**config.mk**
```make
export PLATFORM = sky130hd
export DESIGN_NAME = qrm_back
export DESIGN_NICKNAME = d
export VERILOG_FILES = /design/src/rtl/quaternion_to_rotation_matrix_assert.svh /design/src/rtl/qrm_pkg.sv /design/src/rtl/qrm_back.sv
export SDC_FILE = /design/constraint.sdc
export NUM_CORES = 1
export LEC_CHECK = 0
export BUFFER_PORTS_ARGS = -buffer_cell sky130_fd_sc_hd__buf_2
export CAP_MARGIN = 0
export CORE_AREA = 2 2 247 249
export CTS_BUF_LIST = sky130_fd_sc_hd__clkbuf_4
export DETAILED_ROUTE_END_ITERATION = 7
export DIE_AREA = 0 0 249 251
export GPL_TIMING_DRIVEN = 0
export PLACE_DENSITY = 0.48
export SLEW_MARGIN = 20
export SYNTH_ARGS = -nofsm -noshare
export SYNTH_HDL_FRONTEND = slang
export SYNTH_SLANG_ARGS = --single-unit
```
**constraint.sdc**
```tcl
create_clock -name clk -period 5.4 [get_ports clk]
set_input_delay 1.08 -clock clk [delete_from_list [all_inputs] [get_ports clk]]
set_output_delay 1.08 -clock clk [all_outputs]
set_load 0.01 [all_outputs]
```
**src/rtl/quaternion_to_rotation_matrix_assert.svh**
```systemverilog
// Assertion macros for the quaternion to rotation matrix block.
`ifndef QUATERNION_TO_ROTATION_MATRIX_ASSERT_SVH
`define QUATERNION_TO_ROTATION_MATRIX_ASSERT_SVH

// Same-cycle implication, sampled on clk, off while arst_n is low.
`define QRM_ASSERT_NOW(label, ante, cons) \
	label: assert property (@(posedge clk) disable iff (!arst_n) (ante) |-> (cons)) \
		else $error("qrm: same-cycle check failed");

// Next-cycle implication, sampled on clk, off while arst_n is low.
`define QRM_ASSERT_NEXT(label, ante, cons) \
	label: assert property (@(posedge clk) disable iff (!arst_n) (ante) |=> (cons)) \
		else $error("qrm: next-cycle check failed");

`endif

```
**src/rtl/qrm_pkg.sv**
```systemverilog
// Package: widths, payload types and pipeline constants of the quaternion to matrix block.
package qrm_pkg;

	localparam int DATA_WIDTH = 16;
	localparam int FRAC_BITS  = 14;

	localparam int N_ENT   = 9;                 // matrix entries, row-major
	localparam int PROD_W  = 2 * DATA_WIDTH;    // one component product
	localparam int DEN_W   = 2 * DATA_WIDTH + 1; // sum of four squares
	localparam int NUM_W   = 2 * DATA_WIDTH + 2; // diagonal sum or doubled cross term
	localparam int QUO_W   = FRAC_BITS + 2;     // quotient scaled by 2^(FRAC_BITS+1)

	localparam int FRONT_STAGES = 4;
	localparam int DIV_STEPS    = FRAC_BITS + 1;
	localparam int N_STAGES     = FRONT_STAGES + DIV_STEPS + 1;

	localparam logic [N_ENT-1:0] DIAG_MASK = 9'b100010001;

	localparam logic [DATA_WIDTH-1:0] ONE_M = DATA_WIDTH'(1) << FRAC_BITS;
	localparam logic [QUO_W-1:0]      ONE_Q = QUO_W'(1) << FRAC_BITS;

	typedef struct packed {
		logic signed [DATA_WIDTH-1:0] quat_w;
		logic signed [DATA_WIDTH-1:0] quat_x;
		logic signed [DATA_WIDTH-1:0] quat_y;
		logic signed [DATA_WIDTH-1:0] quat_z;
	} quat_t;

	typedef struct packed {
		logic signed [DATA_WIDTH-1:0] m00;
		logic signed [DATA_WIDTH-1:0] m01;
		logic signed [DATA_WIDTH-1:0] m02;
		logic signed [DATA_WIDTH-1:0] m10;
		logic signed [DATA_WIDTH-1:0] m11;
		logic signed [DATA_WIDTH-1:0] m12;
		logic signed [DATA_WIDTH-1:0] m20;
		logic signed [DATA_WIDTH-1:0] m21;
		logic signed [DATA_WIDTH-1:0] m22;
		logic                         zero_quat;
	} mat_t;

	// State of the nine parallel divisions between pipeline stages.
	typedef struct packed {
		logic [N_ENT-1:0][DEN_W-1:0] rem;
		logic [N_ENT-1:0][QUO_W-1:0] quo;
		logic [DEN_W-1:0]            den;
		logic [N_ENT-1:0]            neg;
		logic                        zero;
	} div_t;

endpackage

```
**src/rtl/qrm_back.sv**
```systemverilog
// Output stage: round, saturate, restore sign, substitute identity for a zero quaternion.
module qrm_back (
	input  logic          clk,
	input  logic          en,
	input  qrm_pkg::div_t div_d,
	output qrm_pkg::mat_t mat_o
);

	logic [qrm_pkg::N_ENT-1:0][qrm_pkg::DATA_WIDTH-1:0] ent_c;
	qrm_pkg::mat_t                                      mat_c;
	qrm_pkg::mat_t                                      res_s;

	always_comb begin
		logic [qrm_pkg::QUO_W:0]          inc;
		logic [qrm_pkg::QUO_W-1:0]        rnd;
		logic [qrm_pkg::QUO_W-1:0]        sat;
		logic signed [qrm_pkg::QUO_W:0]   sval;
		for (int i = 0; i < qrm_pkg::N_ENT; i++) begin
			// quotient holds one extra fraction bit: add half and drop it
			inc  = {1'b0, div_d.quo[i]} + (qrm_pkg::QUO_W + 1)'(1);
			rnd  = inc[qrm_pkg::QUO_W:1];
			sat  = (rnd > qrm_pkg::ONE_Q) ? qrm_pkg::ONE_Q : rnd;
			sval = div_d.neg[i] ? -$signed({1'b0, sat}) : $signed({1'b0, sat});
			if (div_d.zero) begin
				ent_c[i] = qrm_pkg::DIAG_MASK[i] ? qrm_pkg::ONE_M : '0;
			end else begin
				ent_c[i] = qrm_pkg::DATA_WIDTH'(sval);
			end
		end
		mat_c.m00       = ent_c[0];
		mat_c.m01       = ent_c[1];
		mat_c.m02       = ent_c[2];
		mat_c.m10       = ent_c[3];
		mat_c.m11       = ent_c[4];
		mat_c.m12       = ent_c[5];
		mat_c.m20       = ent_c[6];
		mat_c.m21       = ent_c[7];
		mat_c.m22       = ent_c[8];
		mat_c.zero_quat = div_d.zero;
	end

	always_ff @(posedge clk) begin
		if (en) begin
			res_s <= mat_c;
		end
	end

	assign mat_o = res_s;

endmodule
```
==> qor.yml <==
synth_ff_type: "edfxtp_1"
critPathKind: "in2reg"
fin_tns_setup_ns: 0
dp_cells: 2692
fin_crit_sh_pct: 86.2
hold_path.startpoint: "div_d[0]"
largest_register_ffs: 145
rsz0062_at_grt: "no"
overflow: 0
clock-sinks: 145
antenna_found_initial: 24
fin_util_pct: 27.4
final_cells: 2738
drv_cap: 0
synthesis.nets: 2155
hold_depth: 1
seqPwrFrac_pct: 44.9
combPwrFrac_pct: 30.5
p_leak_nw: 5.94
endpoint_kind: "register"
yosysUniqueCellTypes: 96
start_kind: "input pin"
die_w_um: 249
core_area_sq_um: 59800
p_per_area_nw_per_um2: 188
avgSynthCellArea_sq_um: 8.32
crit_fanout: 10
htreeDepth: 4
nFillCells: 6504
avgRoutedWirePerCell_um: 18.6
dr.max_layer_used: "met5"
swShare_pct: 36.2
cts.path.max_buffers: 2
min_to: "mat_o[0]"
vias: 13600
drtIter0Drc: 729
dieArea_sq_um: 62500
wl_met1_um: 24000
worstPathRequired_ns: 5.84
async_flop_share_pct: 0
area.growth.synth_to_final_pct: 19.1
grt_max_degree: 78
finalCriticalPeriod_ns: 4.65
met2_length_um: 21500
cts_setup_buffers: 0
cp.arrival_ns: 5.09
start_util_pct: 23.0
slew_headroom_pct: 26.5
port_buffers: 258
grt_pass1_wl_um: 77500
wl_met3_um: 4340
clk_pin_slew_ns: 0.13
fp.dieH_um: 251
drive_above_1_share_pct: 21.2
wirelength_um: 51000
post_cts_resize_count: 0
fmax_ghz: 0.215
drc: 0
first_global_vias: 13000
finalNetCount: 2433
setup_viol: 0
rows: 90
grt_usage_pct: 16.0
whs_ns: 0.584
cts_tree: "built"
hpwl_um: 39500
p_int_mw: 1.96
synth.yosys.warnings: 0
hold_path_class: "in2reg"
status: "complete, no violations"
synth_area_sq_um: 13700
antenna_left: 0
synth-seq-area-share_pct: 31.7
p_switching_mw: 1.11
drv_slew: 0
avgViaCountPerCell: 4.98
place_congestion: 0.879
hold_viol_final: 0
cts-root-buf: "clkbuf_4"
holdBufCountCts: 0
drt_first_pass_iters: 6
ir_drop_mv: 0.130
power.share.clock_pct: 24.6
ios: 631
cts_buffers: 17
ys_ff_latch: 145
syn_inst: 1651
max_slew.worst_pin.slew_ns: 1.10
synth_edf_count: 145
[metrics by stage]
step	instance area (sq um)	setup WS, ns	power (mW)
finish	16400	0.747	3.07
detailed placement	16100	0.0139	2.34
CTS	16300	0.854	3.14
global route	16300	0.475	3.27
floorplan	13700	1.03	1.95
global placement	16000	0.103	2.34
[Yosys cell counts, types with 36 or more instances]
cell type | n | area (sq um)
xnor2_1 | 114 | 998
edfxtp_1 | 145 | 4350
inv_1 | 42 | 158
nor2_1 | 173 | 649
a21oi_1 | 78 | 390
nand4_1 | 43 | 269
clkbuf_1 | 54 | 203
nand2_1 | 165 | 619
nor3_1 | 64 | 320
o21ai_0 | 77 | 385
and3_1 | 50 | 313
nand2b_1 | 36 | 225
xor2_1 | 73 | 639
nand3_1 | 79 | 395
[worst max path at each step]
| stage | from | end | slack (ns) | depth (start not counted) |
|---|---|---|---|---|
| final | div_d[155] | mat_o[31] | 0.75 | 17 |
| after global routing | div_d[155] | mat_o[31] | 0.48 | 17 |
| after CTS | div_d[155] | mat_o[31] | 0.85 | 17 |
| after detailed placement | div_d[155] | mat_o[31] | 0.01 | 17 |
| after global placement | div_d[155] | mat_o[31] | 0.10 | 17 |
| after floorplan | div_d[155] | mat_o[31] | 1.03 | 15 |
[routing by layer]
metal	vias up	global-route usage, %
met1	6430	21.4
li1	6673	-
met2	444	23.6
met4	20	5.40
met3	72	6.03
met5	-	0
[cell type report]
| class | instances | area, sq um | area share, % |
|---|---|---|---|
| Multi-Input combinational cell | 1363 | 8760 | 53.5 |
| Clock buffer | 17 | 128 | 0.780 |
| Tap cell | 782 | 978 | 5.98 |
| Inverter | 43 | 161 | 0.987 |
| Buffer | 100 | 470 | 2.88 |
| Antenna cell | 15 | 37.5 | 0.229 |
| Sequential cell | 145 | 4350 | 26.6 |
| Timing Repair Buffer | 259 | 1330 | 8.12 |
| Clock inverter | 14 | 140 | 0.857 |
[critical path: stages]
cell and delay (ns):
buf_2 0.13, ha_1 0.15, clkbuf_1 0.32, nand2_1 0.25, nor3_2 0.36, nor2_1 0.10, a221oi_1 0.26, a211o_1 0.18
o21bai_1 0.12, buf_2 0.21, nand2_1 0.08, ha_1 0.28, o211ai_1 0.20, or3_1 0.47, or4_1 0.56, a31oi_1 0.25
nor2_1 0.08
[logic make-up (layout without fill, tap and decap cells)]
logic type	after synthesis	after routing	synth area share [%]
compound gates	339	339	16.9
xor+xnor	187	187	11.9
flops	145	145	31.7
mux	38	38	3.04
other cells	0	15	0
buf+inv	143	433	4.56
simple gates	781	781	30.3
fa+ha+maj	18	18	1.64
[power groups by stage]
stage / sequential [mW] / combinational, mW / clock (mW)
after floorplan: 1.46 / 0.494 / 0
after global placement: 1.41 / 0.932 / 0
after detailed placement: 1.40 / 0.938 / 0
after CTS: 1.38 / 0.943 / 0.812
after global routing: 1.39 / 1.04 / 0.838
final: 1.38 / 0.937 / 0.757
[layout by cell type, fill, tap and decap left out, types with 7 or more instances in the layout]
master and instances:
or3_1 25, mux2_2 20, ha_1 18, nor2_1 173
a21boi_0 7, a2bb2oi_1 8, o31ai_1 11, and2_1 16
clkbuf_1 50, nand2_1 165, nor2b_1 10, nand3_1 79
nor3b_1 7, buf_2 291, mux2i_1 17, o21a_1 11
xor2_1 73, edfxtp_1 145, nand3b_1 11, and4_1 21
nor3_1 64, a211o_1 10, diode_2 15, nand2b_1 36
o21ai_0 77, a21oi_1 78, nand4_1 43, a21o_1 9
clkbuf_4 17, a31oi_1 28, a211oi_1 12, or2_2 9
and3_1 50, xnor2_1 114, inv_1 42, nor4_1 20
(Power assumes the default switching activity.)
