--- src/rtl/quaternion_to_rotation_matrix_assert.svh ---
// Assertion macros for the quaternion to rotation matrix block.
`ifndef QUATERNION_TO_ROTATION_MATRIX_ASSERT_SVH
`define QUATERNION_TO_ROTATION_MATRIX_ASSERT_SVH

// Same-cycle implication, sampled on clk, off while arst_n is low.
`define QRM_ASSERT_NOW(label, ante, cons) \
	label: assert property (@(posedge clk) disable iff (!arst_n) (ante) |-> (cons)) \
		else $error("qrm: same-cycle check failed");

// Next-cycle implication, sampled on clk, off while arst_n is low.
`define QRM_ASSERT_NEXT(label, ante, cons) \
	label: assert property (@(posedge clk) disable iff (!arst_n) (ante) |=> (cons)) \
		else $error("qrm: next-cycle check failed");

`endif

--- src/rtl/qrm_pkg.sv ---
// Package: widths, payload types and pipeline constants of the quaternion to matrix block.
package qrm_pkg;

	localparam int DATA_WIDTH = 16;
	localparam int FRAC_BITS  = 14;

	localparam int N_ENT   = 9;                 // matrix entries, row-major
	localparam int PROD_W  = 2 * DATA_WIDTH;    // one component product
	localparam int DEN_W   = 2 * DATA_WIDTH + 1; // sum of four squares
	localparam int NUM_W   = 2 * DATA_WIDTH + 2; // diagonal sum or doubled cross term
	localparam int QUO_W   = FRAC_BITS + 2;     // quotient scaled by 2^(FRAC_BITS+1)

	localparam int FRONT_STAGES = 4;
	localparam int DIV_STEPS    = FRAC_BITS + 1;
	localparam int N_STAGES     = FRONT_STAGES + DIV_STEPS + 1;

	localparam logic [N_ENT-1:0] DIAG_MASK = 9'b100010001;

	localparam logic [DATA_WIDTH-1:0] ONE_M = DATA_WIDTH'(1) << FRAC_BITS;
	localparam logic [QUO_W-1:0]      ONE_Q = QUO_W'(1) << FRAC_BITS;

	typedef struct packed {
		logic signed [DATA_WIDTH-1:0] quat_w;
		logic signed [DATA_WIDTH-1:0] quat_x;
		logic signed [DATA_WIDTH-1:0] quat_y;
		logic signed [DATA_WIDTH-1:0] quat_z;
	} quat_t;

	typedef struct packed {
		logic signed [DATA_WIDTH-1:0] m00;
		logic signed [DATA_WIDTH-1:0] m01;
		logic signed [DATA_WIDTH-1:0] m02;
		logic signed [DATA_WIDTH-1:0] m10;
		logic signed [DATA_WIDTH-1:0] m11;
		logic signed [DATA_WIDTH-1:0] m12;
		logic signed [DATA_WIDTH-1:0] m20;
		logic signed [DATA_WIDTH-1:0] m21;
		logic signed [DATA_WIDTH-1:0] m22;
		logic                         zero_quat;
	} mat_t;

	// State of the nine parallel divisions between pipeline stages.
	typedef struct packed {
		logic [N_ENT-1:0][DEN_W-1:0] rem;
		logic [N_ENT-1:0][QUO_W-1:0] quo;
		logic [DEN_W-1:0]            den;
		logic [N_ENT-1:0]            neg;
		logic                        zero;
	} div_t;

endpackage

--- src/rtl/qrm_div_step.sv ---
// One restoring division step for all nine matrix entries, registered.
module qrm_div_step (
	input  logic          clk,
	input  logic          en,
	input  qrm_pkg::div_t div_d,
	output qrm_pkg::div_t div_o
);

	qrm_pkg::div_t step_c;
	qrm_pkg::div_t step_s;

	always_comb begin
		logic [qrm_pkg::DEN_W:0] shl;
		logic [qrm_pkg::DEN_W:0] dv;
		logic [qrm_pkg::DEN_W:0] diff;
		logic                    ge;
		step_c = div_d;
		dv     = {1'b0, div_d.den};
		for (int i = 0; i < qrm_pkg::N_ENT; i++) begin
			shl  = {div_d.rem[i], 1'b0};
			diff = shl - dv;
			ge   = (shl >= dv);
			step_c.rem[i] = ge ? diff[qrm_pkg::DEN_W-1:0] : shl[qrm_pkg::DEN_W-1:0];
			step_c.quo[i] = {div_d.quo[i][qrm_pkg::QUO_W-2:0], ge};
		end
	end

	always_ff @(posedge clk) begin
		if (en) begin
			step_s <= step_c;
		end
	end

	assign div_o = step_s;

endmodule

--- config.mk ---
export PLATFORM = sky130hd
export DESIGN_NAME = qrm_div_step
export DESIGN_NICKNAME = d
export VERILOG_FILES = /design/src/rtl/quaternion_to_rotation_matrix_assert.svh /design/src/rtl/qrm_pkg.sv /design/src/rtl/qrm_div_step.sv
export SDC_FILE = /design/constraint.sdc
export NUM_CORES = 1
export LEC_CHECK = 0
export BUFFER_PORTS_ARGS = -buffer_cell sky130_fd_sc_hd__buf_4
export CORE_AREA = 2 2 382 384
export DETAILED_ROUTE_END_ITERATION = 8
export DIE_AREA = 0 0 384 386
export SETUP_SLACK_MARGIN = 0.5
export SLEW_MARGIN = 20
export SYNTH_ARGS = -nofsm -noshare
export SYNTH_HDL_FRONTEND = slang
export SYNTH_SLANG_ARGS = --single-unit
--- constraint.sdc ---
create_clock -name clk -period 4.9 [get_ports clk]
set_input_delay 0.735 -clock clk [delete_from_list [all_inputs] [get_ports clk]]
set_output_delay 0.735 -clock clk [all_outputs]
set_load 0.01 [all_outputs]
==> parameters.txt <==
Parameter                              Value

Worst setup path
  Critical-path cell with the highest stage delay    sky130_fd_sc_hd__a221o_1
  Cell type with the highest occurrence count on the critical path    sky130_fd_sc_hd__a221o_1
  Start-to-end type of the worst setup path    input port to register
  Launching element type of the critical path    input port
  Critical path's largest stage delay    440 ps
  Highest fanout seen on the critical path    24
  Cells traversed along the worst timing path    buf_4, clkinv_1, buf_12, ha_1, a21oi_2, nand2_1, o311ai_2, o21ai_1, a221o_1, a221o_1, a31o_1, a221o_1, a211o_2, buf_12, mux2_4
  Critical path arrival    4500 ps
  Critical Path RT    5300 ps
  Crit. End Element    register

Clock tree
  Reg clk slew, reported paths    60 ps
  Buffers from clock root to sink, at most    3
  Post-CTS Repair Setup Buffers    0
  TritonCTS clock tree    done
  Number of buffers added by the clock tree synthesis step    68
  Number of clock sinks    484
  CTS root buffer    sky130_fd_sc_hd__clkbuf_16
  Hold Buf Count CTS    0
  Level count of the clock H-tree    3
  Count of cells resized by post-cts repair    0

Synth
  Post-synth EDFFs    484
  Cell type with the highest aggregate area in the netlist    sky130_fd_sc_hd__edfxtp_1
  Async set-or-reset flop fraction in the synthesized netlist    0%
  Unique masters post-synth    74
  Leading register cell type out of synthesis    sky130_fd_sc_hd__edfxtp_1
  Sequential share of the synthesized area    44.0%
  Area share of the largest cell type after synthesis    44.0%
  Cell count after synthesis    3,152
  Post-synthesis area per instance    10.5 um2
  Flop and latch count out of synthesis    484
  Synth Warn #    0
  Cell area after technology mapping    33,100 um2
  Cell types occupying the most area after synthesis    sky130_fd_sc_hd__edfxtp_1, sky130_fd_sc_hd__ha_1, sky130_fd_sc_hd__a21oi_1
  Post-Synthesis Net Count    3,944

Global routing
  Via count of the first global-routing pass    28,900
  Total overflow reported by the global router    0
  Gr usage total    21.4%
  Largest net degree at the start of global routing    109
  First-pass GRT wire length    221,000 um
  Number of antenna violations at the first check in global routing    59

Floorplan
  Area of the die    148,000 um2
  IO Count    970
  Initial core utilization    22.9%
  Std-Cell Rows    140
  Die H    386 um
  Die outline width    384 um
  Area of the placeable core    145,000 um2

Power and ir drop
  Clock group share of total power    33.6%
  IR drop worst, VDD    245 uV
  Share of power burned in registers    35.1%
  Total power draw    15.6 mW
  Power Dens Cells    341 nW/um2
  Internal power summed over all cells    10.4 mW
  Combinational share of power    31.3%
  NetSw    5.16 mW
  Leakage    19.6 nW
  Switching Fraction    33.1%

Timing
  Setup total negative slack    0 ps
  Final period demand of the worst path    4100 ps
  Fraction of the cycle the final worst path needs    83.6%
  Endpoints failing hold    0
  Hold slack final    223 ps
  Final Setup Violations    0
  Max Freq    244 MHz
  Relative slew slack    43.8%
  Number of max-slew violations in the final report    0
  Final WS setup    802 ps
  Unrepaired setup endpoints after global routing    no
  Slew of the pin with the lowest slew margin    842 ps

Placement
  Hpwl dp    132,000 um
  Routability congestion estimate    0.953
  Number of buffers added on ports    960
  Dpl ws    124 ps

Min path
  Hold Crit Class    input port to register

Route
  Iteration-0 DRC count of the detailed router    2,256
  Number of nets with antenna violations after routing    0
  Detailed-router iteration count before antenna repair    5
  Final routed DRC violation total    0
  Total via count after detailed routing    30,100
  Routed via count divided by cell count    4.86
  Routed length per instance    26.9 um
  Routed WL    167,000 um

Cells and area
  Layout cells sized above 1    32.5%
  Final Core Density    31.7%
  Number of flip-flops under the largest register name    484
  Total Nets Final    4,989
  Final-layout fill cell count    14,900
  Area Growth Syn to Fin    38.6%

Job
  Number of violations of the max-capacitance limit    0

Outcome
  Result of the run    finished clean
-- layout by cell type (no fill, tap or decap), types with 15 or more instances in the layout --
cell,instances
sky130_fd_sc_hd__clkinv_2,15
sky130_fd_sc_hd__diode_2,21
sky130_fd_sc_hd__nor2_1,204
sky130_fd_sc_hd__a21oi_1,362
sky130_fd_sc_hd__nand2_1,221
sky130_fd_sc_hd__inv_1,78
sky130_fd_sc_hd__buf_12,21
sky130_fd_sc_hd__xor2_1,97
sky130_fd_sc_hd__nand4_1,46
sky130_fd_sc_hd__nand2b_1,33
sky130_fd_sc_hd__clkinv_1,22
sky130_fd_sc_hd__o211ai_1,16
sky130_fd_sc_hd__a31oi_1,40
sky130_fd_sc_hd__mux2_2,130
sky130_fd_sc_hd__o21bai_1,39
sky130_fd_sc_hd__nor3_1,43
sky130_fd_sc_hd__xnor2_1,160
sky130_fd_sc_hd__mux2_4,27
sky130_fd_sc_hd__a211oi_1,25
sky130_fd_sc_hd__ha_1,297
sky130_fd_sc_hd__o31ai_1,16
sky130_fd_sc_hd__nand3_1,62
sky130_fd_sc_hd__and3_1,24
sky130_fd_sc_hd__clkbuf_16,69
sky130_fd_sc_hd__a21o_1,151
sky130_fd_sc_hd__o21a_1,48
sky130_fd_sc_hd__a21boi_0,17
sky130_fd_sc_hd__nor2b_1,44
sky130_fd_sc_hd__edfxtp_1,484
sky130_fd_sc_hd__buf_4,1053
sky130_fd_sc_hd__o21ai_0,194
-- cell type report --
class                   count  area, um2  area share (%)
clock inverters            52        603            1.32
clock buffers              72       1740            3.79
repair buffers           1075       8340            18.2
flip-flops and latches    484      14500            31.7
well taps                1917       2400            5.23
diodes                     21       52.6           0.115
multi-input cells        2464      17800            38.8
inverters                 104        390           0.852
-- routing by layer --
| metal | GRT usage, % | vias up | routed length [um] |
|---|---|---|---|
| li1 | - | 14100 | - |
| met1 | 25.3 | 14400 | 65400 |
| met2 | 35.9 | 1254 | 79000 |
| met3 | 6.53 | 257 | 15100 |
| met4 | 8.99 | 42 | 6870 |
| met5 | 0 | - | 248 |
-- worst max-delay path: cells and delay by family --
family          cells  cell delay (ps)
compound gates      8             2390
fa+ha+maj           1              340
buf+inv             4              550
simple gates        1              130
mux                 1              320
-- final timing paths --
kind,from,end,depth (start not counted)
setup / recovery,div_d[14],div_o[363],15
hold / removal,div_d[176],div_o[177],1
-- cell usage after synthesis, types with 5 or more instances --
| cell | n |
|---|---|
| sky130_fd_sc_hd__nor2b_1 | 44 |
| sky130_fd_sc_hd__nand2b_1 | 33 |
| sky130_fd_sc_hd__or2_2 | 7 |
| sky130_fd_sc_hd__mux2_4 | 27 |
| sky130_fd_sc_hd__and3_1 | 24 |
| sky130_fd_sc_hd__mux2_2 | 130 |
| sky130_fd_sc_hd__buf_1 | 6 |
| sky130_fd_sc_hd__a21oi_1 | 362 |
| sky130_fd_sc_hd__o31ai_1 | 16 |
| sky130_fd_sc_hd__a221oi_1 | 5 |
| sky130_fd_sc_hd__a21boi_0 | 17 |
| sky130_fd_sc_hd__o211ai_1 | 16 |
| sky130_fd_sc_hd__o31a_1 | 11 |
| sky130_fd_sc_hd__o21bai_1 | 39 |
| sky130_fd_sc_hd__a21o_1 | 151 |
| sky130_fd_sc_hd__a211o_1 | 12 |
| sky130_fd_sc_hd__nand3_1 | 62 |
| sky130_fd_sc_hd__fa_1 | 9 |
| sky130_fd_sc_hd__o21a_1 | 49 |
| sky130_fd_sc_hd__inv_1 | 103 |
| sky130_fd_sc_hd__nor3_1 | 43 |
| sky130_fd_sc_hd__edfxtp_1 | 484 |
| sky130_fd_sc_hd__a31oi_1 | 40 |
| sky130_fd_sc_hd__or3_1 | 8 |
| sky130_fd_sc_hd__a211oi_1 | 25 |
| sky130_fd_sc_hd__o22ai_1 | 6 |
| sky130_fd_sc_hd__a221o_1 | 8 |
| sky130_fd_sc_hd__mux2i_1 | 5 |
| sky130_fd_sc_hd__xnor2_1 | 160 |
| sky130_fd_sc_hd__ha_1 | 297 |
| sky130_fd_sc_hd__and4_1 | 5 |
| sky130_fd_sc_hd__nor2_1 | 204 |
| sky130_fd_sc_hd__nand4_1 | 46 |
| sky130_fd_sc_hd__a41oi_1 | 5 |
| sky130_fd_sc_hd__nand2_1 | 221 |
| sky130_fd_sc_hd__xor2_1 | 97 |
| sky130_fd_sc_hd__o21ai_0 | 195 |
| sky130_fd_sc_hd__and2_1 | 14 |
| sky130_fd_sc_hd__o2111ai_1 | 5 |
| sky130_fd_sc_hd__a31o_2 | 5 |
| sky130_fd_sc_hd__clkbuf_1 | 87 |
| sky130_fd_sc_hd__nor4_1 | 13 |
-- stage by stage --
stage,area [um2],cells
2_1_floorplan,33100,3152
3_3_place_gp,43400,6044
3_5_place_dp,43400,6044
4_1_cts,45800,6168
5_1_grt,45800,6178
6_report,45800,6189
-- logic make-up after synthesis --
| family | Yosys count | share of synthesized area [%] |
|---|---|---|
| flops | 484 | 44.0 |
| simple gates | 734 | 10.4 |
| mux | 162 | 5.80 |
| compound gates | 1005 | 18.9 |
| fa+ha+maj | 306 | 11.8 |
| xor+xnor | 257 | 6.81 |
| buf+inv | 204 | 2.40 |
-- power by group through the flow --
| stage | Sequential, mW | Clock [mW] | Combinational [mW] |
|---|---|---|---|
| after detailed placement | 5.55 | 0 | 4.86 |
| after global routing | 5.51 | 5.54 | 5.26 |
| after CTS | 5.48 | 5.40 | 4.89 |
| after global placement | 5.57 | 0 | 4.85 |
| after floorplan | 5.77 | 0 | 2.25 |
| final | 5.48 | 5.24 | 4.89 |
Note: power is estimated with default switching activity, not from simulation.
